[src/rtl/ckb_pkg.sv]
package ckb_pkg;

  localparam int unsigned CFG_W        = 32;
  localparam int unsigned CFG_IDX_W    = 3;
  localparam int unsigned PIXEL_BITS   = 32;
  localparam int unsigned MAX_SIDE     = 4096;
  localparam int unsigned QUEUE_DEPTH  = 2;

  typedef enum logic [CFG_IDX_W-1:0] {
    CFG_SRC_BASE    = 3'd0,
    CFG_DST_BASE    = 3'd1,
    CFG_SRC_STRIDE  = 3'd2,
    CFG_DST_STRIDE  = 3'd3,
    CFG_RECT_WIDTH  = 3'd4,
    CFG_RECT_HEIGHT = 3'd5,
    CFG_COLOR_KEY   = 3'd6,
    CFG_KEY_ENABLE  = 3'd7
  } cfg_idx_e;

  typedef enum logic {
    MODE_START = 1'b0,
    MODE_PIXEL = 1'b1
  } mode_e;

  typedef struct packed {
    logic        mode;
    logic [11:0] src_x;
    logic [11:0] src_y;
    logic [11:0] dst_x;
    logic [11:0] dst_y;
    logic [31:0] pixel_in;
  } in_t;

  typedef struct packed {
    logic [31:0] read_addr;
    logic        read_valid;
    logic [31:0] write_addr;
    logic [31:0] write_data;
    logic        write_enable;
    logic        last;
    logic        status;
  } out_t;

  // registers shared by front and back (the key lives apart, it is PIXEL_BITS wide)
  typedef struct packed {
    logic [31:0] src_base;
    logic [31:0] dst_base;
    logic [15:0] src_stride;
    logic [15:0] dst_stride;
    logic [12:0] rect_width;
    logic [12:0] rect_height;
    logic        key_enable;
  } cfg_t;

  // classified beat handed from front to back
  typedef struct packed {
    logic        is_pixel;
    logic [31:0] src_off;
    logic [31:0] dst_off;
    logic [31:0] pixel;
    logic        key_hit;
  } entry_t;

endpackage

[src/rtl/ckb_fifo.sv]
module ckb_fifo #(
  parameter type         T     = logic,
  parameter int unsigned DEPTH = ckb_pkg::QUEUE_DEPTH
) (
  input  logic clk_i,
  input  logic rst_ni,
  input  logic push_i,
  input  T     data_i,
  input  logic pop_i,
  output T     data_o,
  output logic full_o,
  output logic empty_o
);

  localparam int unsigned PW = (DEPTH > 1) ? $clog2(DEPTH) : 1;
  localparam int unsigned CW = $clog2(DEPTH + 1);

  T                mem_q [DEPTH];
  logic [PW-1:0]   wr_ptr_q, wr_ptr_d;
  logic [PW-1:0]   rd_ptr_q, rd_ptr_d;
  logic [CW-1:0]   cnt_q, cnt_d;

  assign full_o  = (cnt_q == CW'(DEPTH));
  assign empty_o = (cnt_q == '0);
  assign data_o  = mem_q[rd_ptr_q];

  always_comb begin
    wr_ptr_d = wr_ptr_q;
    rd_ptr_d = rd_ptr_q;
    cnt_d    = cnt_q;
    if (push_i) begin
      wr_ptr_d = (wr_ptr_q == PW'(DEPTH - 1)) ? '0 : wr_ptr_q + PW'(1);
    end
    if (pop_i) begin
      rd_ptr_d = (rd_ptr_q == PW'(DEPTH - 1)) ? '0 : rd_ptr_q + PW'(1);
    end
    if (push_i && !pop_i) begin
      cnt_d = cnt_q + CW'(1);
    end else if (pop_i && !push_i) begin
      cnt_d = cnt_q - CW'(1);
    end
  end

  always_ff @(posedge clk_i or negedge rst_ni) begin
    if (!rst_ni) begin
      wr_ptr_q <= '0;
      rd_ptr_q <= '0;
      cnt_q    <= '0;
    end else begin
      wr_ptr_q <= wr_ptr_d;
      rd_ptr_q <= rd_ptr_d;
      cnt_q    <= cnt_d;
    end
  end

  always_ff @(posedge clk_i) begin
    if (push_i) begin
      mem_q[wr_ptr_q] <= data_i;
    end
  end

endmodule

[config.mk]
export PLATFORM = sky130hd
export DESIGN_NAME = ckb_fifo
export DESIGN_NICKNAME = d
export VERILOG_FILES = /design/src/rtl/ckb_pkg.sv /design/src/rtl/ckb_fifo.sv
export SDC_FILE = /design/constraint.sdc
export NUM_CORES = 1
export LEC_CHECK = 0
export BUFFER_PORTS_ARGS = -buffer_cell sky130_fd_sc_hd__buf_2
export CAP_MARGIN = 25
export CORE_AREA = 8 8 45 47
export DETAILED_ROUTE_END_ITERATION = 10
export DIE_AREA = 0 0 53 55
export RECOVER_POWER = 25
export SYNTH_ARGS = -nofsm -noshare
export SYNTH_HDL_FRONTEND = slang
export SYNTH_SLANG_ARGS = --single-unit
[constraint.sdc]
create_clock -name clk_i -period 1 [get_ports clk_i]
set_input_delay 0.05 -clock clk_i [delete_from_list [all_inputs] [get_ports clk_i]]
set_output_delay 0.05 -clock clk_i [all_outputs]
set_load 0.01 [all_outputs]
Word-level counts from Yosys, hierarchy flattened

Memories as Yosys holds them, arrays and structs flattened.
Index checks and enable logic that the tools add are counted.

Memories: 1
Memory bits (writable): 2
Bits of input ports: 5
Output and inout bits: 3
Register bits: 4
Logic and storage cells: 21

Muxes and demuxes: 6
Add/sub/neg operators: 4
Reduce and logical (&&, ||, !) cells: 6
Eq/ne operators: 1

Memory list:

| name  | depth | width | read ports | clocked after memory_dff | write ports | RTL line       | source |
|---|---|---|---|---|---|---|---|
| mem_q | 2     | 1     | 1          | 0                        | 1           | ckb_fifo.sv:18 | `T mem_q [DEPTH];` |

Operator list:

| cell                                                               | number |
|---|---|
| 1-bit two-way mux                                                  | 4 |
| 2-bit two-way mux                                                  | 2 |
| 1-bit adder, second input constant                                 | 2 |
| 2-bit by 1-bit adder with 2-bit output, second input constant      | 1 |
| 2-bit == test, second input constant                               | 1 |
| 1-bit logical AND                                                  | 2 |
| 1-bit zero test                                                    | 2 |
| 2-bit zero test                                                    | 1 |
| 2-bit nonzero test                                                 | 1 |
| 2-bit by 1-bit subtractor with 2-bit output, second input constant | 1 |

Longest topological paths before layout

Depth in word-level cells: 4
Mapped depth: 5
Depth with buffers taken out: 5

Worst setup path after synthesis

OpenSTA, ideal clock, no wires.

Path type: register to register
Start: register cnt_q[0]
End: register cnt_q[1]
Stages on the path, launching flop included: 4
Required time: 921 ps
Library setup time: 79 ps
Setup slack: 130 ps
Clock period less this slack: 870 ps
Arrival time: 791 ps
Cells stage by stage: dfrtp_1 -> xor2_1 -> nor2_1 -> xor2_1

Word-level cells in the longest chain between the ends: 3
Elaborated cells on any way between the ends: 4
Classes of those cells: 2 x add/sub; 2 x mux

RTL lines:

| item                                        | RTL line       | source |
|---|---|---|
| from (decl)                                 | ckb_fifo.sv:21 | `logic [CW-1:0] cnt_q, cnt_d;` |
| from (signal assigned)                      | ckb_fifo.sv:52 | `cnt_q <= cnt_d;` |
| 2-bit by 1-bit subtractor with 2-bit output | ckb_fifo.sv:40 | `cnt_d = cnt_q - CW'(1);` |
| 2-bit two-way mux                           | ckb_fifo.sv:39 | `end else if (pop_i && !push_i) begin` |
| 2-bit two-way mux (*)                       | ckb_fifo.sv:37 | `if (push_i && !pop_i) begin` |

Every way passes the cells marked *; elsewhere a longest branch is shown, timed or not. The select of a mux whose other input is x is not followed.
A chain may end at the register's enable or synchronous reset.

Worst setup path after layout

Start: register rd_ptr_q
End: output data_o

Word-level cells in the longest chain between the ends: 1

RTL lines:

| item                   | RTL line       | source |
|---|---|---|
| from (decl)            | ckb_fifo.sv:20 | `logic [PW-1:0] rd_ptr_q, rd_ptr_d;` |
| from (signal assigned) | ckb_fifo.sv:51 | `rd_ptr_q <= rd_ptr_d;` |
| memory read 2 x 1 bit  | -              |  |
| to (decl)              | ckb_fifo.sv:10 | `output T data_o,` |

No other way between the ends.

==> run_summary.xml <==
<?xml version="1.0" encoding="UTF-8"?>
<metrics>
  <group name="cells_and_area">
    <metric name="insertedDiodeCount" unit="">0</metric>
    <metric name="filler_cell_count" unit="">151</metric>
    <metric name="post_layout_nonfiller_instances" unit="">52</metric>
    <metric name="final_layout_size_suffix_gt1_share" unit="%">41.7</metric>
    <metric name="num-nets-final" unit="">43</metric>
    <metric name="syn2layout_area_growth" unit="%">57.7</metric>
    <metric name="layout.area.seq" unit="sq um">160</metric>
    <metric name="final_cell_area" unit="sq um">410</metric>
    <metric name="multi_input_comb_area" unit="sq um">100</metric>
  </group>
  <group name="logic_synthesis">
    <metric name="synth-seq-cells" unit="">6</metric>
    <metric name="instance_count_of_the_mapped_netlist" unit="">19</metric>
    <metric name="ys_top_cells_by_area" unit="">sky130_fd_sc_hd__dfrtp_1, sky130_fd_sc_hd__edfxtp_1, sky130_fd_sc_hd__xor2_1, sky130_fd_sc_hd__ha_1, sky130_fd_sc_hd__mux2_2</metric>
    <metric name="synth-seq-area-share" unit="%">61.5</metric>
    <metric name="synth-compound-area-share" unit="%">0</metric>
    <metric name="syn-cell-area" unit="sq um">260</metric>
    <metric name="avgSynthCellArea" unit="sq um">13.7</metric>
    <metric name="ys_types" unit="">11</metric>
    <metric name="fraction_of_synthesized_cell_area_taken_by_the_top_area_cell_type" unit="%">38.5</metric>
    <metric name="synth_fp_nets" unit="">25</metric>
    <metric name="synthMuxAreaShare" unit="%">4.33</metric>
    <metric name="fraction_of_the_mapped_netlist_area_in_adder_cells" unit="%">4.81</metric>
    <metric name="synthesized_area_fraction_occupied_by_and_or_nand_nor_cells" unit="%">11.1</metric>
    <metric name="yosysTopAreaCell" unit="">sky130_fd_sc_hd__dfrtp_1</metric>
    <metric name="synth_xor_xnor_area_share" unit="%">16.8</metric>
    <metric name="count_of_warnings_emitted_by_yosys" unit="">0</metric>
    <metric name="synth_top_family_by_area" unit="">XOR/XNOR gates</metric>
  </group>
  <group name="placement">
    <metric name="placement.setup.worst_slack" unit="ns">0.0970</metric>
    <metric name="finalWeightedCongestion" unit="">0.648</metric>
    <metric name="hpwl" unit="microns">353</metric>
    <metric name="detailed_place.area" unit="sq um">315</metric>
    <metric name="placed_cells_incl_taps" unit="">42</metric>
    <metric name="port_buffers" unit="">7</metric>
  </group>
  <group name="pwr">
    <metric name="power_frac_seq" unit="%">37.7</metric>
    <metric name="swShare" unit="%">28.6</metric>
    <metric name="cellLeakagePower" unit="uW">0.000196</metric>
    <metric name="worst_ir_drop_vdd" unit="uV">609</metric>
    <metric name="power_density" unit="nW/um^2">2830</metric>
    <metric name="cell_internal_pwr" unit="uW">829</metric>
    <metric name="pwr-share-clk" unit="%">21.4</metric>
    <metric name="power.net_switching" unit="uW">333</metric>
    <metric name="combPwrFrac" unit="%">40.9</metric>
  </group>
  <group name="clocking">
    <metric name="numCtsBuffers" unit="">3</metric>
    <metric name="cts-htree-levels" unit="">1</metric>
    <metric name="cts_buffer_depth" unit="">2</metric>
    <metric name="cts_root_buffer" unit="">sky130_fd_sc_hd__clkbuf_4</metric>
    <metric name="clk_transition_reported_paths" unit="ns">0.05</metric>
    <metric name="cts_tree" unit="">yes</metric>
    <metric name="numClockSinks" unit="">6</metric>
    <metric name="worstSkewPairLatency" unit="ns">0.24</metric>
  </group>
  <group name="detailed_routing">
    <metric name="routed_wirelength" unit="microns">516</metric>
    <metric name="detail_route.iter0.violations" unit="">0</metric>
    <metric name="via_per_inst" unit="">3.56</metric>
    <metric name="dr_total_vias" unit="">185</metric>
    <metric name="avgRoutedWirePerCell" unit="microns">9.92</metric>
    <metric name="ant_nets" unit="">0</metric>
    <metric name="drc_errors" unit="">0</metric>
    <metric name="first_pass_iters" unit="">1</metric>
  </group>
  <group name="timing">
    <metric name="final_worst_path_period_share" unit="%">111</metric>
    <metric name="finClkSkew" unit="ns">0.000217</metric>
    <metric name="worst_hold_slack" unit="ns">0.00390</metric>
    <metric name="worst-slew-pin-transition" unit="ns">0.220</metric>
    <metric name="postLayoutSetupSlackWorst" unit="ns">-0.111</metric>
    <metric name="hold_violations" unit="">0</metric>
    <metric name="report.final.slew_viol_count" unit="">0</metric>
    <metric name="slew_headroom" unit="%">85.3</metric>
    <metric name="grt_setup_unrepaired" unit="">yes</metric>
    <metric name="setup_violations" unit="">2</metric>
    <metric name="maxClockFrequency" unit="MHz">900</metric>
    <metric name="time_the_worst_path_needs_with_i_o_delays_and_setup" unit="ns">1.11</metric>
  </group>
  <group name="grt">
    <metric name="grt_antenna_before_repair" unit="">0</metric>
    <metric name="overall_global_routing_usage" unit="%">4.83</metric>
    <metric name="grt-ovfl-total" unit="">0</metric>
    <metric name="first_global_vias" unit="">219</metric>
    <metric name="grt_first_pass_wirelength" unit="microns">910</metric>
    <metric name="maximum_number_of_pins_on_one_net_before_global_route_repair" unit="">5</metric>
  </group>
  <group name="setup_path">
    <metric name="element_type_at_the_critical_path_end" unit="">output port</metric>
    <metric name="data_arrival_at_the_endpoint_of_the_critical_path" unit="ns">1.06</metric>
    <metric name="worstSetupPathType" unit="">reg2out</metric>
    <metric name="worst_ep_required_time" unit="ns">0.95</metric>
    <metric name="crit_fanout" unit="">2</metric>
    <metric name="start_kind" unit="">register</metric>
  </group>
  <group name="floorplanning">
    <metric name="die-width" unit="microns">53</metric>
    <metric name="initial_utilization" unit="%">18.8</metric>
    <metric name="placement_rows" unit="">14</metric>
    <metric name="y_dimension_of_the_die" unit="microns">55</metric>
    <metric name="die-area" unit="sq um">2920</metric>
    <metric name="io-pin-count" unit="">8</metric>
    <metric name="floorplan_core_area" unit="sq um">1380</metric>
  </group>
  <group name="hold_path">
    <metric name="hold_class" unit="">in2reg</metric>
  </group>
  <group name="status">
    <metric name="outcome" unit="">finished with violations</metric>
    <metric name="failed_checks" unit="">setup timing</metric>
  </group>
  <group name="job">
    <metric name="drv_cap" unit="">0</metric>
  </group>
</metrics>
==> layout by cell type (no fill, tap or decap) <==
master / instances
sky130_fd_sc_hd__xor2_1: 4
sky130_fd_sc_hd__dfrtp_1: 4
sky130_fd_sc_hd__buf_2: 4
sky130_fd_sc_hd__clkbuf_4: 3
sky130_fd_sc_hd__buf_6: 3
sky130_fd_sc_hd__buf_4: 3
sky130_fd_sc_hd__nor2_1: 2
sky130_fd_sc_hd__clkbuf_1: 2
sky130_fd_sc_hd__dlygate4sd3_1: 2
sky130_fd_sc_hd__edfxtp_1: 2
sky130_fd_sc_hd__inv_1: 1
sky130_fd_sc_hd__and2b_2: 1
sky130_fd_sc_hd__and2_1: 1
sky130_fd_sc_hd__nor2b_1: 1
sky130_fd_sc_hd__xnor2_1: 1
sky130_fd_sc_hd__mux2_4: 1
sky130_fd_sc_hd__ha_1: 1
==> stage by stage <==
stage / power (uW) / setup TNS, ns / util [%]
global placement: 711 / 0 / 22.8
floorplan: 619 / 0 / -
CTS: 1130 / -0.144 / 28.9
global route: 1250 / -0.312 / 29.7
finish: 1160 / -0.148 / 29.7
detailed placement: 719 / 0 / 22.8
==> power groups by stage <==
stage / combinational [uW] / clock, uW / sequential, uW
floorplan: 192 / 0 / 428
global placement: 269 / 0 / 442
detailed placement: 274 / 0 / 445
CTS: 441 / 259 / 434
global route: 521 / 276 / 454
finish: 475 / 249 / 438
==> timing repair <==
action                                 in CTS  in global routing
endpoints found under the hold margin       6                  0
hold buffers                                2                  0
cloned                                      0                  0
gates resized for setup                     3                  1
setup endpoints to repair                   2                  3
setup buffers                               3                  1
pin swaps                                   0                  3
==> worst max-delay path, cell delays in order, from the launching register on <==
cell	delay (ns)
sky130_fd_sc_hd__dfrtp_1	0.39
sky130_fd_sc_hd__mux2_4	0.31
sky130_fd_sc_hd__buf_6	0.12
==> routing by layer <==
layer  vias to the layer above  routed length, microns  track usage (%)
li1                         94                       -                -
met1                        87                     191             3.54
met2                         4                     284             7.23
met3                         0                      41             2.67
met4                         0                       0             7.76
met5                         -                       0                0
==> kinds of logic (layout without fill, tap and decap cells) <==
kind of cell / Yosys count / in the layout
flops: 6 / 6
xor+xnor: 5 / 5
simple gates: 5 / 5
fa+ha+maj: 1 / 1
mux: 1 / 1
buf+inv: 1 / 18
==> cell type report <==
| cell class | count | share of cell area, % |
|---|---|---|
| Sequential cell | 6 | 39.0 |
| Multi-Input combinational cell | 12 | 24.4 |
| Timing Repair Buffer | 13 | 24.4 |
| Clock buffer | 4 | 6.40 |
| Tap cell | 16 | 4.88 |
| Inverter | 1 | 0.915 |
==> synthesized netlist by cell type, drive strengths merged <==
| master | instances |
|---|---|
| inv | 1 |
| mux2 | 1 |
| and2 | 1 |
| and2b | 1 |
| nor2b | 1 |
| nor2 | 2 |
| xnor2 | 1 |
| xor2 | 4 |
| ha | 1 |
| dfrtp | 4 |
| edfxtp | 2 |
==> registers in the layout, summed over array words and instances, names as in the netlist <==
register and count:
rd_ptr_q 1, cnt_q 2, mem_q 2, wr_ptr_q 1
==> path summary, 6_finish.rpt <==
check / slack, ns / from / end / cells past startpoint
max: -0.11 / rd_ptr_q$_DFFE_PN0P_ / data_o / 2
min: 0.004 / pop_i / rd_ptr_q$_DFFE_PN0P_ / 2
max in group asynchronous: 0.66 / rst_ni / cnt_q[0]$_DFFE_PN0P_ / 2
max reg2reg: 0 / cnt_q[0]$_DFFE_PN0P_ / cnt_q[1]$_DFFE_PN0P_ / 4
min reg2reg: 0.49 / wr_ptr_q$_DFFE_PN0P_ / wr_ptr_q$_DFFE_PN0P_ / 1
min in group asynchronous: 0.16 / rst_ni / wr_ptr_q$_DFFE_PN0P_ / 2
Power figures use the tool's default switching activity.
