===== src/rtl/ckb_pkg.sv =====
package ckb_pkg;

  localparam int unsigned CFG_W        = 32;
  localparam int unsigned CFG_IDX_W    = 3;
  localparam int unsigned PIXEL_BITS   = 32;
  localparam int unsigned MAX_SIDE     = 4096;
  localparam int unsigned QUEUE_DEPTH  = 2;

  typedef enum logic [CFG_IDX_W-1:0] {
    CFG_SRC_BASE    = 3'd0,
    CFG_DST_BASE    = 3'd1,
    CFG_SRC_STRIDE  = 3'd2,
    CFG_DST_STRIDE  = 3'd3,
    CFG_RECT_WIDTH  = 3'd4,
    CFG_RECT_HEIGHT = 3'd5,
    CFG_COLOR_KEY   = 3'd6,
    CFG_KEY_ENABLE  = 3'd7
  } cfg_idx_e;

  typedef enum logic {
    MODE_START = 1'b0,
    MODE_PIXEL = 1'b1
  } mode_e;

  typedef struct packed {
    logic        mode;
    logic [11:0] src_x;
    logic [11:0] src_y;
    logic [11:0] dst_x;
    logic [11:0] dst_y;
    logic [31:0] pixel_in;
  } in_t;

  typedef struct packed {
    logic [31:0] read_addr;
    logic        read_valid;
    logic [31:0] write_addr;
    logic [31:0] write_data;
    logic        write_enable;
    logic        last;
    logic        status;
  } out_t;

  // registers shared by front and back (the key lives apart, it is PIXEL_BITS wide)
  typedef struct packed {
    logic [31:0] src_base;
    logic [31:0] dst_base;
    logic [15:0] src_stride;
    logic [15:0] dst_stride;
    logic [12:0] rect_width;
    logic [12:0] rect_height;
    logic        key_enable;
  } cfg_t;

  // classified beat handed from front to back
  typedef struct packed {
    logic        is_pixel;
    logic [31:0] src_off;
    logic [31:0] dst_off;
    logic [31:0] pixel;
    logic        key_hit;
  } entry_t;

endpackage


===== src/rtl/ckb_stream_if.sv =====
interface ckb_stream_if #(
  parameter type T = logic
);
  logic valid;
  logic ready;
  T     data;

  modport source (output valid, output data, input ready);
  modport sink   (input valid, input data, output ready);
endinterface


===== src/rtl/ckb_back.sv =====
module ckb_back #(
  parameter int unsigned PIXEL_BITS = ckb_pkg::PIXEL_BITS,
  parameter int unsigned MAX_SIDE   = ckb_pkg::MAX_SIDE
) (
  input  logic            clk_i,
  input  logic            rst_ni,
  input  ckb_pkg::cfg_t   cfg_i,
  input  logic            empty_i,
  input  ckb_pkg::entry_t entry_i,
  output logic            pop_o,
  ckb_stream_if.source    out_ch
);

  localparam int unsigned BPP   = (PIXEL_BITS + 7) / 8;
  localparam int unsigned CNT_W = $clog2(MAX_SIDE);
  localparam int unsigned EW    = $clog2(MAX_SIDE + 1);

  logic [31:0]      srow_q, srow_d;
  logic [31:0]      drow_q, drow_d;
  logic [CNT_W-1:0] col_q, col_d;
  logic [CNT_W-1:0] row_q, row_d;
  logic             busy_q, busy_d;
  ckb_pkg::out_t    out_q, out_d;
  logic             out_valid_q, out_valid_d;

  logic [EW-1:0]    eff_w;
  logic [EW-1:0]    eff_h;
  logic             row_end;
  logic             copy_end;
  logic [31:0]      col_off;

  assign eff_w = (32'(cfg_i.rect_width) > 32'(MAX_SIDE)) ? EW'(MAX_SIDE)
                                                          : EW'(cfg_i.rect_width);
  assign eff_h = (32'(cfg_i.rect_height) > 32'(MAX_SIDE)) ? EW'(MAX_SIDE)
                                                           : EW'(cfg_i.rect_height);

  assign row_end  = (EW'(col_q) + EW'(1)) >= eff_w;
  assign copy_end = (EW'(row_q) + EW'(1)) >= eff_h;
  assign col_off  = 32'(col_q) * 32'(BPP);

  // take the next beat whenever the output register is free or being drained
  assign pop_o        = !empty_i && (!out_valid_q || out_ch.ready);
  assign out_ch.valid = out_valid_q;
  assign out_ch.data  = out_q;

  always_comb begin
    srow_d      = srow_q;
    drow_d      = drow_q;
    col_d       = col_q;
    row_d       = row_q;
    busy_d      = busy_q;
    out_d       = out_q;
    out_valid_d = out_valid_q;

    if (out_ch.ready) begin
      out_valid_d = 1'b0;
    end

    if (pop_o) begin
      out_valid_d = 1'b1;
      out_d       = '0;
      if (!entry_i.is_pixel) begin
        srow_d = cfg_i.src_base + entry_i.src_off;
        drow_d = cfg_i.dst_base + entry_i.dst_off;
        col_d  = '0;
        row_d  = '0;
        if (eff_w == '0 || eff_h == '0) begin
          busy_d       = 1'b0;
          out_d.last   = 1'b1;
        end else begin
          busy_d           = 1'b1;
          out_d.read_addr  = srow_d;
          out_d.read_valid = 1'b1;
        end
      end else if (!busy_q) begin
        out_d.status = 1'b1;
      end else begin
        out_d.write_addr   = drow_q + col_off;
        out_d.write_data   = entry_i.pixel;
        out_d.write_enable = !entry_i.key_hit;
        if (row_end) begin
          col_d  = '0;
          srow_d = srow_q + 32'(cfg_i.src_stride);
          drow_d = drow_q + 32'(cfg_i.dst_stride);
          if (copy_end) begin
            row_d      = '0;
            busy_d     = 1'b0;
            out_d.last = 1'b1;
          end else begin
            row_d            = row_q + CNT_W'(1);
            out_d.read_addr  = srow_d;
            out_d.read_valid = 1'b1;
          end
        end else begin
          col_d            = col_q + CNT_W'(1);
          out_d.read_addr  = srow_q + col_off + 32'(BPP);
          out_d.read_valid = 1'b1;
        end
      end
    end
  end

  always_ff @(posedge clk_i or negedge rst_ni) begin
    if (!rst_ni) begin
      srow_q      <= '0;
      drow_q      <= '0;
      col_q       <= '0;
      row_q       <= '0;
      busy_q      <= 1'b0;
      out_valid_q <= 1'b0;
    end else begin
      srow_q      <= srow_d;
      drow_q      <= drow_d;
      col_q       <= col_d;
      row_q       <= row_d;
      busy_q      <= busy_d;
      out_valid_q <= out_valid_d;
    end
  end

  always_ff @(posedge clk_i) begin
    out_q <= out_d;
  end

  a_last_idle: assert property (@(posedge clk_i) disable iff (!rst_ni)
    out_valid_q && out_q.last |-> !busy_q)
    else $error("last delivered while copy still running");

  a_read_busy: assert property (@(posedge clk_i) disable iff (!rst_ni)
    out_valid_q |-> (out_q.read_valid == busy_q))
    else $error("read_valid out of step with busy state");

  a_status_quiet: assert property (@(posedge clk_i) disable iff (!rst_ni)
    out_valid_q && out_q.status |-> !out_q.write_enable && !out_q.read_valid)
    else $error("idle pixel beat produced a write or read");

  a_pop_nonempty: assert property (@(posedge clk_i) disable iff (!rst_ni)
    pop_o |-> !empty_i && (!out_valid_q || out_ch.ready))
    else $error("queue popped without room");

endmodule


===== src/flat_wrapper.sv =====
// flat-port wrapper written by rule: the top's interface ports become plain ports
module ckb_back_flat 
#(
  parameter int unsigned PIXEL_BITS = ckb_pkg::PIXEL_BITS,
  parameter int unsigned MAX_SIDE   = ckb_pkg::MAX_SIDE
)
  (clk_i, rst_ni, cfg_i, empty_i, entry_i, pop_o, out_ch_valid, out_ch_data, out_ch_ready);
  ckb_stream_if out_ch_i ();
  input  logic clk_i;
  input  logic rst_ni;
  input  ckb_pkg::cfg_t cfg_i;
  input  logic empty_i;
  input  ckb_pkg::entry_t entry_i;
  output logic pop_o;
  output wire logic [$bits(out_ch_i.valid)-1:0] out_ch_valid;
  output wire logic [$bits(out_ch_i.data)-1:0] out_ch_data;
  input wire logic [$bits(out_ch_i.ready)-1:0] out_ch_ready;
  assign out_ch_valid = out_ch_i.valid;
  assign out_ch_data = out_ch_i.data;
  assign out_ch_i.ready = out_ch_ready;
  ckb_back #(.PIXEL_BITS(PIXEL_BITS), .MAX_SIDE(MAX_SIDE)) u_core (.clk_i(clk_i), .rst_ni(rst_ni), .cfg_i(cfg_i), .empty_i(empty_i), .entry_i(entry_i), .pop_o(pop_o), .out_ch(out_ch_i));
endmodule

===== config.mk =====
export PLATFORM = sky130hd
export DESIGN_NAME = ckb_back_flat
export DESIGN_NICKNAME = d
export VERILOG_FILES = /design/src/rtl/ckb_pkg.sv /design/src/rtl/ckb_stream_if.sv /design/src/rtl/ckb_back.sv /design/src/flat_wrapper.sv
export SDC_FILE = /design/constraint.sdc
export NUM_CORES = 1
export LEC_CHECK = 0
export BUFFER_PORTS_ARGS = -buffer_cell sky130_fd_sc_hd__buf_2
export CAP_MARGIN = 25
export CORE_AREA = 2 2 88 90
export CTS_CLUSTER_DIAMETER = 80
export DETAILED_ROUTE_END_ITERATION = 16
export DIE_AREA = 0 0 90 92
export PLACE_DENSITY_LB_ADDON = 0.25
export SLEW_MARGIN = 40
export SYNTH_ARGS = -nofsm -noshare
export SYNTH_HDL_FRONTEND = slang
export SYNTH_SLANG_ARGS = --single-unit

===== constraint.sdc =====
create_clock -name clk_i -period 9.4 [get_ports clk_i]
set_input_delay 1.88 -clock clk_i [delete_from_list [all_inputs] [get_ports clk_i]]
set_output_delay 1.88 -clock clk_i [all_outputs]
set_load 0.02 [all_outputs]

# [After elaboration in Yosys (flattened, before gate mapping)]
# Cells that the tools add are included.
[classes] n_addsub=4 order_cmp=4 eq_ne=2 muxes=17 reduce_logical=10
[op_table] op="$mux W12" count=7
[op_table] op="$add A12 B1 Y13 const B" count=2
[op_table] op="$ge A13 B13 Y1" count=2
[op_table] op="$gt A13 B13 Y1 const B" count=2
[op_table] op="$logic_not A13 Y1" count=2
[op_table] op="$mux W13" count=2
[op_table] op="$add A12 B1 Y12 const B" count=2
[op_table] op="$mux W1" count=8
[op_table] op="$ne A2 B1 Y1 const B" count=2
[op_table] op="$reduce_and A3 Y1" count=1
[op_table] op="$logic_not A1 Y1" count=2
[op_table] op="$logic_or A1 B1 Y1" count=2
[op_table] op="$reduce_and A2 Y1" count=1
[op_table] op="$reduce_bool A2 Y1" count=1
[op_table] op="$logic_and A1 B1 Y1" count=1
[totals] reg_bits=27 inputBits=225 out_inout_bits=3 wordCells=42

# [Logic depth before layout (Yosys ltp)]
# Gate-level depths: netlist of run 1.
[depth] word_depth=7 depth_mapped=14 ltp_nobuf=12

# [Worst setup path before layout of run 1]
# Ideal clock, no wire load.
[synth_path] kind="input-to-reg" startpoint="input cfg_i[26] (netlist bit)" endpoint="register u_core.row_q[8]" setup_ns=0.126 arrival_ns=4.084 required_ns=9.274 path_slack_ns=5.190 stages=11 path_cell_list="inv_1 clkbuf_1 nand2_1 ha_1 a21o_1 a211o_1 a2111oi_4 a211o_2 nor2_2 buf_6 a221o_1"
[synth_via] elab_chain_cells=5
[synth_lines] element="start, declared" line="flat_wrapper.sv:11" source="input ckb_pkg::cfg_t cfg_i;"
[synth_lines] element="$gt A13 B13 Y1" line="ckb_back.sv:32" source="assign eff_w = (32'(cfg_i.rect_width) > 32'(MAX_SIDE)) ? EW'(MAX_SIDE)"
[synth_lines] element="$mux W13 (*)" line="ckb_back.sv:32"
[synth_lines] element="$ge A13 B13 Y1 (*)" line="ckb_back.sv:37" source="assign row_end = (EW'(col_q) + EW'(1)) >= eff_w;"
[synth_lines] element="$ne A2 B1 Y1 (no source line) (*)"
[synth_lines] element="$reduce_and A3 Y1 (no source line) (*)"
[synth_lines] element="end signal, assigned" line="ckb_back.sv:115" source="row_q <= row_d;"
[synth_lines] element="end, declared" line="ckb_back.sv:21" source="logic [CNT_W-1:0] row_q, row_d;"
# Every way passes the cells marked *; elsewhere a longest branch is shown, timed or not.
# A chain may end at the register's enable or synchronous reset.

# [Worst setup path in the final report of run 1]
[layout_path] startpoint="input empty_i" endpoint="output pop_o"
[layout_via] elab_chain_cells=2
[layout_lines] element="start, declared" line="flat_wrapper.sv:12" source="input logic empty_i;"
[layout_lines] element="$logic_not A1 Y1" line="ckb_back.sv:42" source="assign pop_o = !empty_i && (!out_valid_q || out_ch.ready);"
[layout_lines] element="$logic_and A1 B1 Y1" line="ckb_back.sv:42"
[layout_lines] element="end, declared" line="flat_wrapper.sv:14" source="output logic pop_o;"
# No other way between the ends.

==> summary.txt, run 1 <==
Clocking
  – Resize count post-CTS: 0
  – Root buffer cell: clkbuf_8
  – Total setup buffers inserted after CTS: 0
  – Clk_lat worst skew: about 280 ps
  – CTS buffer count: 3
  – H-tree levels: 1
  – CTS Hold Bufs: 0
  – CTS tree: done
  – CTS Sinks: 27
  – CTS max path bufs: 2
  – CTS clk-pin slew, worst paths: 90 ps

Pwr
  – Int Pwr: 216 uW
  – Sequential share of power: 0.454
  – Sw Ratio: 0.356
  – Logic gate share of total power: 0.347
  – Clock Power Share: 0.199
  – Switch Pwr: approximately 120 uW
  – Power per cell area: 134 mW/mm^2
  – Leakage: about 0.0013 uW
  – VDD IR max: between 80 and 90 uV

Logic synthesis
  – Most frequent cell after synthesis: nand2_1
  – Share of the synthesized area in the top cell type: 0.295
  – Netlist cell types: 37
  – Number of synthesized flops with an enable pin: 1
  – Post-synthesis cell count: 248
  – Synth top area cells: dfrtp_1 30%, ha_1 16%, a22o_1 7.2%
  – YS warnings: 0
  – Seq/Total Area, Yosys: 0.309
  – Syn avg cell area: 8.88 um^2
  – Commonest cells in the netlist: 35 x nand2_1, 28 x ha_1, 26 x dfrtp_1
  – Yosys reg bits: 27
  – Post-synthesis cell area: 0.00220 mm^2
  – Top FF cell, synth: dfrtp_1
  – Async set-reset flop share out of synthesis: 0.963
  – Leading area contributor after synthesis: dfrtp_1
  – Syn Nets: 501

Critical path
  – Startpoint types: primary input
  – FF-to-FF setup slack: 5730 ps
  – CP required: between 7000 and 8000 ps
  – Cell count of the worst reg-to-reg path: 12
  – Worst setup EP type: output pin
  – Critical path class: primary input to output pin
  – Reg2Reg Capture Point: u_core.col_q[0]
  – Critical path arrival: 2540 ps
  – Crit path max fanout: 5
  – Worst R2R Start: u_core.col_q[0]

Worst hold path
  – Hold Startpoint: u_core.col_q[7]
  – Worst hold path class: register to register
  – Hold path depth: 2
  – Hold Crit Endpoint: u_core.col_q[7]

GRT
  – Met2 Usage GRT: 0.195
  – Initial antenna violation count: 0
  – GR Util met3: 0.0238
  – Met1 Track Usage GR: 0.174
  – GRT Residual Overflow: 0
  – GR peak layer: met2
  – First-pass GRT wire length: between 8 and 9 mm
  – Pin count of the biggest net entering global routing: 27
  – All-layer global routing usage: 0.122
  – Vias in the first global route: 1,773

Floorplan
  – I/O Pins: 228
  – Row count: 32
  – Die ar.: between 0.008 and 0.009 mm^2
  – Die Span Y: 92 um
  – Core Footprint: 0.00745 mm^2
  – Die width: 90 um
  – Initial Utilization: 0.296

Routing
  – Wire per inst: 12.9 um
  – Final ANT Viol Nets: 0
  – Iteration-0 DRC Markers: 83
  – Total number of vias: 1,887
  – # DRC: 0
  – Drt total wl: 4.90 mm
  – DR vias/cell: 4.97
  – Drt first pass iters: 4

Timing
  – Final number of hold-violating endpoints: 0
  – Worst-Margin Slew: around 720 ps
  – Sum of negative setup slack: 0 ps
  – Hold WS: 554 ps
  – Min Tclk post-route: approximately 4400 ps
  – Worst Skew: 9.52 ps
  – Peak Freq: 226 MHz
  – RSZ-0062 raised after global routing: false
  – Pins Over Slew Limit: 0
  – Period utilization: 0.470
  – Slew Limit Headroom: 0.518
  – Setup violators final: 0
  – Final WS setup: 4980 ps

Place
  – Setup WS pre-CTS: 4580 ps
  – DP Cell Count: 376
  – Gpl congestion: 0.759
  – IO Port Bufs: 33
  – HPWL after DPL: between 3 and 4 mm

Finish
  – Share of cells above drive strength 1: 0.158
  – Nets: 532
  – P&R area growth vs syn: 13.7%
  – N_diodes: 0
  – Fill cells: slightly above 800
  – Final std cells w/o fill: 380

Flow run
  – Max cap viols: 0

Outcome
  – Status: finished, final reports clean
[worst max-delay path: stages]
cell and delay, ps:
buf_2 130, nor2_1 290, buf_2 230
[layout make-up]
type,count,area (um^2),share of cell area
Tap cell,102,128,0.0509
Inverter,8,30.0,0.0120
Multi-Input combinational cell,206,1460,0.581
Timing Repair Buffer,33,165,0.0659
Sequential cell,27,681,0.272
Clock buffer,4,45.0,0.0180
[per-layer routing]
layer	routed length, um	share of wire	up-vias
li1	-	-	964
met1	2420	0.49	896
met2	2320	0.47	25
met3	139	0.028	2
met4	21	0.0043	0
met5	0	0	-
[flip-flops by register name, summed over array words and instances, names as in the netlist]
signal / cells
u_core.out_ch.valid: 1
u_core.busy_q: 1
u_core.out_ch.data: 1
u_core.col_q: 12
u_core.row_q: 12
[logic make-up (layout without fill, tap and decap cells)]
logic type	after synthesis	count (layout)	share of synthesized area
compound gates	53	53	0.187
xor+xnor	20	20	0.0795
fa+ha+maj	28	28	0.159
mux	2	2	0.0102
simple gates	103	103	0.224
buf+inv	15	45	0.0312
flops	27	27	0.309
[worst max-delay path by stage]
stage | from | end | slack [ps] | cells past startpoint
6_report | empty_i | pop_o | 4980 | 3
5_1_grt | cfg_i[26] | u_core.col_q[0] | 4820 | 10
4_1_cts | cfg_i[26] | u_core.col_q[0] | 4870 | 10
3_5_place_dp | cfg_i[26] | u_core.col_q[0] | 4580 | 10
3_3_place_gp | cfg_i[26] | u_core.col_q[0] | 4600 | 10
2_1_floorplan | cfg_i[26] | u_core.row_q[8] | 5190 | 11
[metrics by stage]
step / power, uW / instance area (um^2) / utilization
after floorplan: 237 / 2200 / -
after global placement: 268 / 2460 / 0.330
after detailed placement: 272 / 2460 / 0.330
after CTS: 341 / 2500 / 0.336
after global routing: 367 / 2500 / 0.336
final: 336 / 2500 / 0.336
[power groups by stage]
| stage | sequential [uW] | combinational [uW] | clock (uW) |
|---|---|---|---|
| 2_1_floorplan | 149 | 87.8 | 0 |
| 3_3_place_gp | 154 | 114 | 0 |
| 3_5_place_dp | 154 | 118 | 0 |
| 4_1_cts | 152 | 119 | 69.9 |
| 5_1_grt | 156 | 137 | 74.5 |
| 6_report | 153 | 116 | 66.7 |
[cell usage in the layout (no fill, tap or decap), types with 4 or more instances in the layout]
| cell | instances |
|---|---|
| xnor2_1 | 8 |
| xor2_1 | 12 |
| inv_1 | 8 |
| nor4_1 | 4 |
| nand3_1 | 13 |
| nand2_1 | 35 |
| a22o_1 | 18 |
| nor2b_1 | 10 |
| dfrtp_1 | 26 |
| nor2_1 | 16 |
| a21oi_1 | 10 |
| buf_2 | 33 |
| and3_1 | 11 |
| ha_1 | 28 |
| nor3_1 | 4 |
| o21ai_0 | 10 |
| nand4_1 | 6 |
(Power assumes the default switching activity.)
==> inputs of run 2 (changes only) <==
CORE_AREA = 2 2 89 91   (was 2 2 88 90)
DIE_AREA = 0 0 91 93   (was 0 0 90 92)
clock period = 4.5 ns   (was 9.4 ns; I/O delays follow)
==> summary.txt, run 2 (same netlist as run 1, synthesis figures left out) <==
Outcome
  – Status: finished, final reports clean

Flow run
  – Max cap viols: 0 (unchanged)

Pwr
  – Power per cell area: 279 mW/mm^2 (+110%)
  – Leakage: 0.00129 uW (+0.63%)
  – VDD IR max: 130 uV (+62%)
  – Sw Ratio: 0.357 (+0.000762)
  – Sequential share of power: 0.454 (about the same)
  – Clock Power Share: 0.197 (-0.002)
  – Logic gate share of total power: 0.350 (+0.003)
  – Switch Pwr: 250 uW (+110%)
  – Int Pwr: 451 uW (+110%)

Timing
  – Hold WS: 549 ps (-4.69 ps)
  – Period utilization: 0.829
  – Sum of negative setup slack: 0 ps (unchanged)
  – Min Tclk post-route: ~3700 ps
  – RSZ-0062 raised after global routing: false
  – Pins Over Slew Limit: 0 (unchanged)
  – Slew Limit Headroom: 0.541 (+0.0232)
  – Final WS setup: 769 ps (-4220 ps)
  – Worst Skew: 9.92 ps (+0.397 ps)
  – Peak Freq: 268 MHz
  – Setup violators final: 0 (unchanged)
  – Worst-Margin Slew: 681 ps (-34.4 ps)
  – Final number of hold-violating endpoints: 0 (unchanged)

Routing
  – DR vias/cell: 4.99 (+0.53%)
  – Drt first pass iters: 4 (unchanged)
  – Wire per inst: 12.7 um (-1.4%)
  – Drt total wl: 4.84 mm (-1.2%)
  – Final ANT Viol Nets: 0 (unchanged)
  – Iteration-0 DRC Markers: 117 (+41%)
  – Total number of vias: 1,902 (+0.79%)
  – # DRC: 0 (unchanged)

Place
  – IO Port Bufs: 33 (unchanged)
  – HPWL after DPL: 3.87 mm (+0.41%)
  – Gpl congestion: 0.813 (+7.0%)
  – DP Cell Count: 377 (+0.27%)
  – Setup WS pre-CTS: 814 ps (-3770 ps)
  – DP Area: 0.00246 mm^2 (+0.31%)

Finish
  – Final std cells w/o fill: 381 (+0.26%)
  – Most frequent cells in the layout: 35 x nand2_1, 33 x buf_2, 28 x ha_1
  – Nets: 533 (+0.19%)
  – Regs by FF count: u_core.col_q x12, u_core.row_q x12
  – Most common cell after layout, fill and taps aside: nand2_1
  – Sequential Area: 681 um^2 (unchanged)
  – Post-route cell area: 0.00251 mm^2 (+0.25%)
  – Fill cells: 834 (+3.5%)
  – Area occupied by multi-input gates: 0.00145 mm^2 (-0.17%)
  – N_diodes: 0 (unchanged)
  – Share of cells above drive strength 1: 0.161 (+0.00302)
  – P&R area growth vs syn: 14.0%

Clocking
  – CTS buffer count: 3 (unchanged)
  – CTS clk-pin slew, worst paths: 100 ps (about the same)
  – Total setup buffers inserted after CTS: 0 (unchanged)
  – Resize count post-CTS: 0 (unchanged)
  – Root buffer cell: clkbuf_8
  – CTS tree: done
  – CTS max path bufs: 2 (unchanged)
  – Clk_lat worst skew: 280 ps (about the same)
  – CTS Hold Bufs: 0 (unchanged)
  – CTS Sinks: 27 (unchanged)
  – H-tree levels: 1 (unchanged)

Floorplan
  – Initial Utilization: 0.293 (-0.00315)
  – Die Span Y: 93 um (+1.1%)
  – Row count: 32 (unchanged)
  – Core Footprint: 0.00753 mm^2 (+1.1%)
  – Die ar.: 0.00846 mm^2 (+2.2%)
  – I/O Pins: 228 (unchanged)
  – Die width: 91 um (+1.1%)

Critical path
  – CP bufs+invs: 1 (-1)
  – CP max stage cell: dfrtp_1
  – CP delay by family, top: simple AND/OR/NAND/NOR gates
  – CP Cell Sequence: nand3_1, nor2_1, and3_1, and3_1, xor2_1, ha_1, a21o_1, a211o_1, a2111oi_4, a21oi_1, nor2_1, buf_4, mux2_2
  – Startpoint types: register
  – FF-to-FF setup slack: 770 ps (-4960 ps)
  – Critical path class: register to register
  – Critical path's largest stage delay: 440 ps (+150 ps)
  – Critical path arrival: 3950 ps (+1410 ps)
  – Worst setup EP type: register
  – CP required: 4720 ps (-2800 ps)
  – Crit path max fanout: 9 (+4)

GRT
  – Pin count of the biggest net entering global routing: 27 (unchanged)
  – All-layer global routing usage: 0.115 (-0.00683)
  – First-pass GRT wire length: 8.04 mm (-2.8%)
  – GRT Residual Overflow: 0 (unchanged)
  – Vias in the first global route: 1,667 (-6.0%)
  – Initial antenna violation count: 0 (unchanged)

Worst hold path
  – Worst hold path class: register to register
run 2: cell count changes in the layout (fill, tap and decap cells not counted), sizes merged:
cell and change:
buf +1, clkbuf -1, clkinv +1
run 2: metal layers:
layer / vias to the layer above / global-route usage / share of wire
met5: - / 0 / 0
met4: 0 / 0.0114 / 0.0027
met3: 2 / 0.0242 / 0.038
met2: 36 / 0.180 / 0.46
met1: 902 / 0.170 / 0.50
li1: 962 / - / -
run 2: stage by stage:
step / total power [uW] / utilization
final: 702 / 0.334
after global routing: 764 / 0.334
after CTS: 712 / 0.334
after detailed placement: 568 / 0.327
after global placement: 562 / 0.327
after floorplan: 494 / -
run 2: path summary, 6_finish.rpt:
check | start | to | cells after the start
setup / recovery | u_core.col_q[0] | u_core.col_q[0] | 13
hold / removal | u_core.col_q[7] | u_core.col_q[7] | 2
setup reg to reg | u_core.col_q[0] | u_core.col_q[0] | 13
hold reg to reg | u_core.col_q[7] | u_core.col_q[7] | 2
max in group asynchronous | rst_ni | u_core.row_q[1] | 1
min in group asynchronous | rst_ni | u_core.row_q[4] | 1
run 2: power by group through the flow:
stage          logic, uW  registers (uW)  clock network (uW)
2_1_floorplan        183             311                   0
3_5_place_dp         246             322                   0
6_report             245             318                 138
3_3_place_gp         239             323                   0
4_1_cts              249             318                 145
5_1_grt              282             325                 157
run 2: layout make-up:
type | count | area share
multi-input combinational | 206 | 0.579
sequential | 27 | 0.271
timing repair buffer | 34 | 0.0688
tap | 102 | 0.0508
clock buffer | 3 | 0.0164
inverter | 8 | 0.0120
clock inverter | 1 | 0.00199
run 2: worst reg2reg max path, cell delays in order (launching register included):
cell and delay, ps:
dfrtp_1 440, nand3_1 120, nor2_1 250, and3_1 290, and3_1 230, xor2_1 170, ha_1 260, a21o_1 180
a211o_1 340, a2111oi_4 350, a21oi_1 260, nor2_1 420, buf_4 230, mux2_2 140
==> inputs of run 3 (changes only) <==
clock period = 3.4 ns   (was 4.5 ns; I/O delays follow)
==> summary.txt, run 3 (same netlist as run 1, synthesis figures left out) <==
Critical path
  – Critical path's largest stage delay: 430 ps (about the same)
  – Critical path arrival: 3330 ps (-620 ps)
  – CP required: 3560 ps (-1160 ps)
  – CP bufs+invs: 1 (unchanged)
  – Startpoint types: register
  – Worst setup EP type: register
  – CP max stage cell: dfrtp_1
  – FF-to-FF setup slack: 220 ps (-540 ps)
  – Crit path max fanout: 6 (-3)
  – Reg2Reg Capture Point: u_core.row_q[8]
  – CP Cell Sequence: ha_1, and3_1, and3_1, and3_1, xor2_1, ha_1, a21o_1, a211o_1, a2111oi_4, a211o_2, nor2_2, buf_4, a221o_1
  – Cell mode on critical path: and3_1
  – CP startpoint: u_core.col_q[0]
  – Worst R2R Start: u_core.col_q[0]
  – CP delay by family, top: compound AO/OA/AOI/OAI gates
  – Critical path class: register to register
  – CP Depth: 13 (unchanged)
  – Critical path endpoint: u_core.row_q[8]
  – Cell count of the worst reg-to-reg path: 13 (unchanged)

Pwr
  – Power per cell area: 362 mW/mm^2 (+30%)
  – Leakage: 0.00139 uW (+7.4%)
  – VDD IR max: 162 uV (+25%)

Finish
  – Share of cells above drive strength 1: 0.215 (+0.0535)
  – Most common cell after layout, fill and taps aside: nand2_1
  – Regs by FF count: u_core.col_q x12, u_core.row_q x12
  – P&R area growth vs syn: 20.7%
  – Most frequent cells in the layout: 35 x nand2_1, 33 x buf_2, 28 x ha_1
  – Nets: 552 (+3.6%)
  – N_diodes: 0 (unchanged)

Timing
  – Period utilization: 0.934 (+0.105)
  – Worst Skew: 9.05 ps (-0.870 ps)
  – Setup violators final: 0 (unchanged)
  – Final WS setup: 225 ps (-544 ps)
  – Worst-Margin Slew: 707 ps (+26.4 ps)
  – Final number of hold-violating endpoints: 0 (unchanged)
  – Min Tclk post-route: 3180 ps (-556 ps)
  – RSZ-0062 raised after global routing: false
  – Sum of negative setup slack: 0 ps (unchanged)
  – Peak Freq: 315 MHz (+17%)
  – Pins Over Slew Limit: 0 (unchanged)
  – Slew Limit Headroom: 0.525 (-0.0158)

Place
  – HPWL after DPL: 4.13 mm (+6.8%)
  – Gpl congestion: 0.813 (about the same)
  – IO Port Bufs: 33 (unchanged)
  – Setup WS pre-CTS: 104 ps (-710 ps)

GRT
  – Met2 Usage GRT: 0.201 (+0.0216)
  – GR peak layer: met2
  – Vias in the first global route: 1,794 (+7.6%)
  – Initial antenna violation count: 0 (unchanged)
  – First-pass GRT wire length: 8.45 mm (+5.2%)
  – Met1 Track Usage GR: 0.175 (+0.00563)
  – GR Util met3: 0.0226 (-0.00161)
  – All-layer global routing usage: 0.123 (+0.00761)
  – GRT Residual Overflow: 0 (unchanged)
  – Pin count of the biggest net entering global routing: 27 (unchanged)

Floorplan
  – Row count: 32 (unchanged)
  – Die Span Y: 93 um (unchanged)
  – Initial Utilization: 0.293 (unchanged)
  – Core Footprint: 0.00753 mm^2 (unchanged)
  – I/O Pins: 228 (unchanged)
  – Die ar.: 0.00846 mm^2 (unchanged)
  – Die width: 91 um (unchanged)

Routing
  – Total number of vias: 1,911 (+0.47%)
  – Iteration-0 DRC Markers: 72 (-38%)
  – Wire per inst: 12.7 um (-0.22%)
  – Final ANT Viol Nets: 0 (unchanged)
  – Drt first pass iters: 4 (unchanged)
  – Drt total wl: 5.07 mm (+4.8%)
  – DR vias/cell: 4.78 (-4.3%)
  – # DRC: 0 (unchanged)

Clocking
  – CTS buffer count: 3 (unchanged)
  – CTS tree: done
  – Clk_lat worst skew: 270 ps (about the same)
  – CTS max path bufs: 2 (unchanged)
  – CTS Sinks: 27 (unchanged)
  – CTS clk-pin slew, worst paths: 90 ps (about the same)
  – Total setup buffers inserted after CTS: 0 (unchanged)
  – H-tree levels: 1 (unchanged)
  – Root buffer cell: clkbuf_8

Outcome
  – Status: finished, final reports clean

Flow run
  – Max cap viols: 0 (unchanged)

Worst hold path
  – Worst hold path class: primary input to asynchronous set/reset pin
==> run 3: cell count changes in the layout (fill, tap and decap cells not counted), sizes merged <==
cell and change:
buf +19, clkbuf +1, clkinv -1
==> run 3: worst reg2reg max path, stage by stage (launching register included) <==
cell and delay, ps:
dfrtp_1 430, ha_1 240, and3_1 210, and3_1 200, and3_1 220, xor2_1 160, ha_1 200, a21o_1 150
a211o_1 340, a2111oi_4 220, a211o_2 210, nor2_2 50, buf_4 170, a221o_1 280
==> run 3: final cells by class <==
type / count / area (um^2)
flip-flops and latches: 27 / 681
well taps: 102 / 128
fillers: 812 / 4870
clock buffers: 4 / 45.0
multi-input cells: 206 / 1460
repair buffers: 53 / 315
inverters: 8 / 30.0
==> run 3: worst min path at each step <==
stage / from / end / slack (ps) / cells past startpoint
2_1_floorplan: rst_ni / u_core.busy_q / 380 / 0
3_3_place_gp: u_core.col_q[7] / u_core.col_q[7] / 530 / 2
3_5_place_dp: u_core.col_q[8] / u_core.col_q[8] / 530 / 1
4_1_cts: rst_ni / u_core.col_q[11] / 430 / 1
5_1_grt: rst_ni / u_core.col_q[11] / 450 / 1
6_report: rst_ni / u_core.col_q[11] / 400 / 1
==> run 3: metrics by stage <==
step            util  hold slack, ps  area, um^2  cells  power, uW
2_1_floorplan      -             384        2200    248        654
3_5_place_dp   0.346             529        2610    396        793
6_report       0.353             403        2660    400        963
3_3_place_gp   0.346             528        2610    396        783
4_1_cts        0.352             431        2650    400        979
5_1_grt        0.353             451        2660    400       1040
==> run 3: layer usage <==
metal	vias up	wire (um)	part of all wire
li1	1004	-	-
met5	-	0	0
met2	15	2340	0.46
met1	890	2600	0.51
met4	0	19	0.0037
met3	2	115	0.023
==> run 3: power breakdown <==
| part | total [uW] | switching (uW) | internal [uW] |
|---|---|---|---|
| combinational | 373 | 192 | 181 |
| clock | 183 | 98.6 | 84.0 |
| sequential | 408 | 44.0 | 364 |
| total | 963 | 334 | 629 |
==> run 3: repair_timing <==
| action | 4_1_cts | 5_1_grt |
|---|---|---|
| resized for setup | 0 | 2 |
| endpoints found under the setup margin | 0 | 15 |
| hold buffers | 0 | 0 |
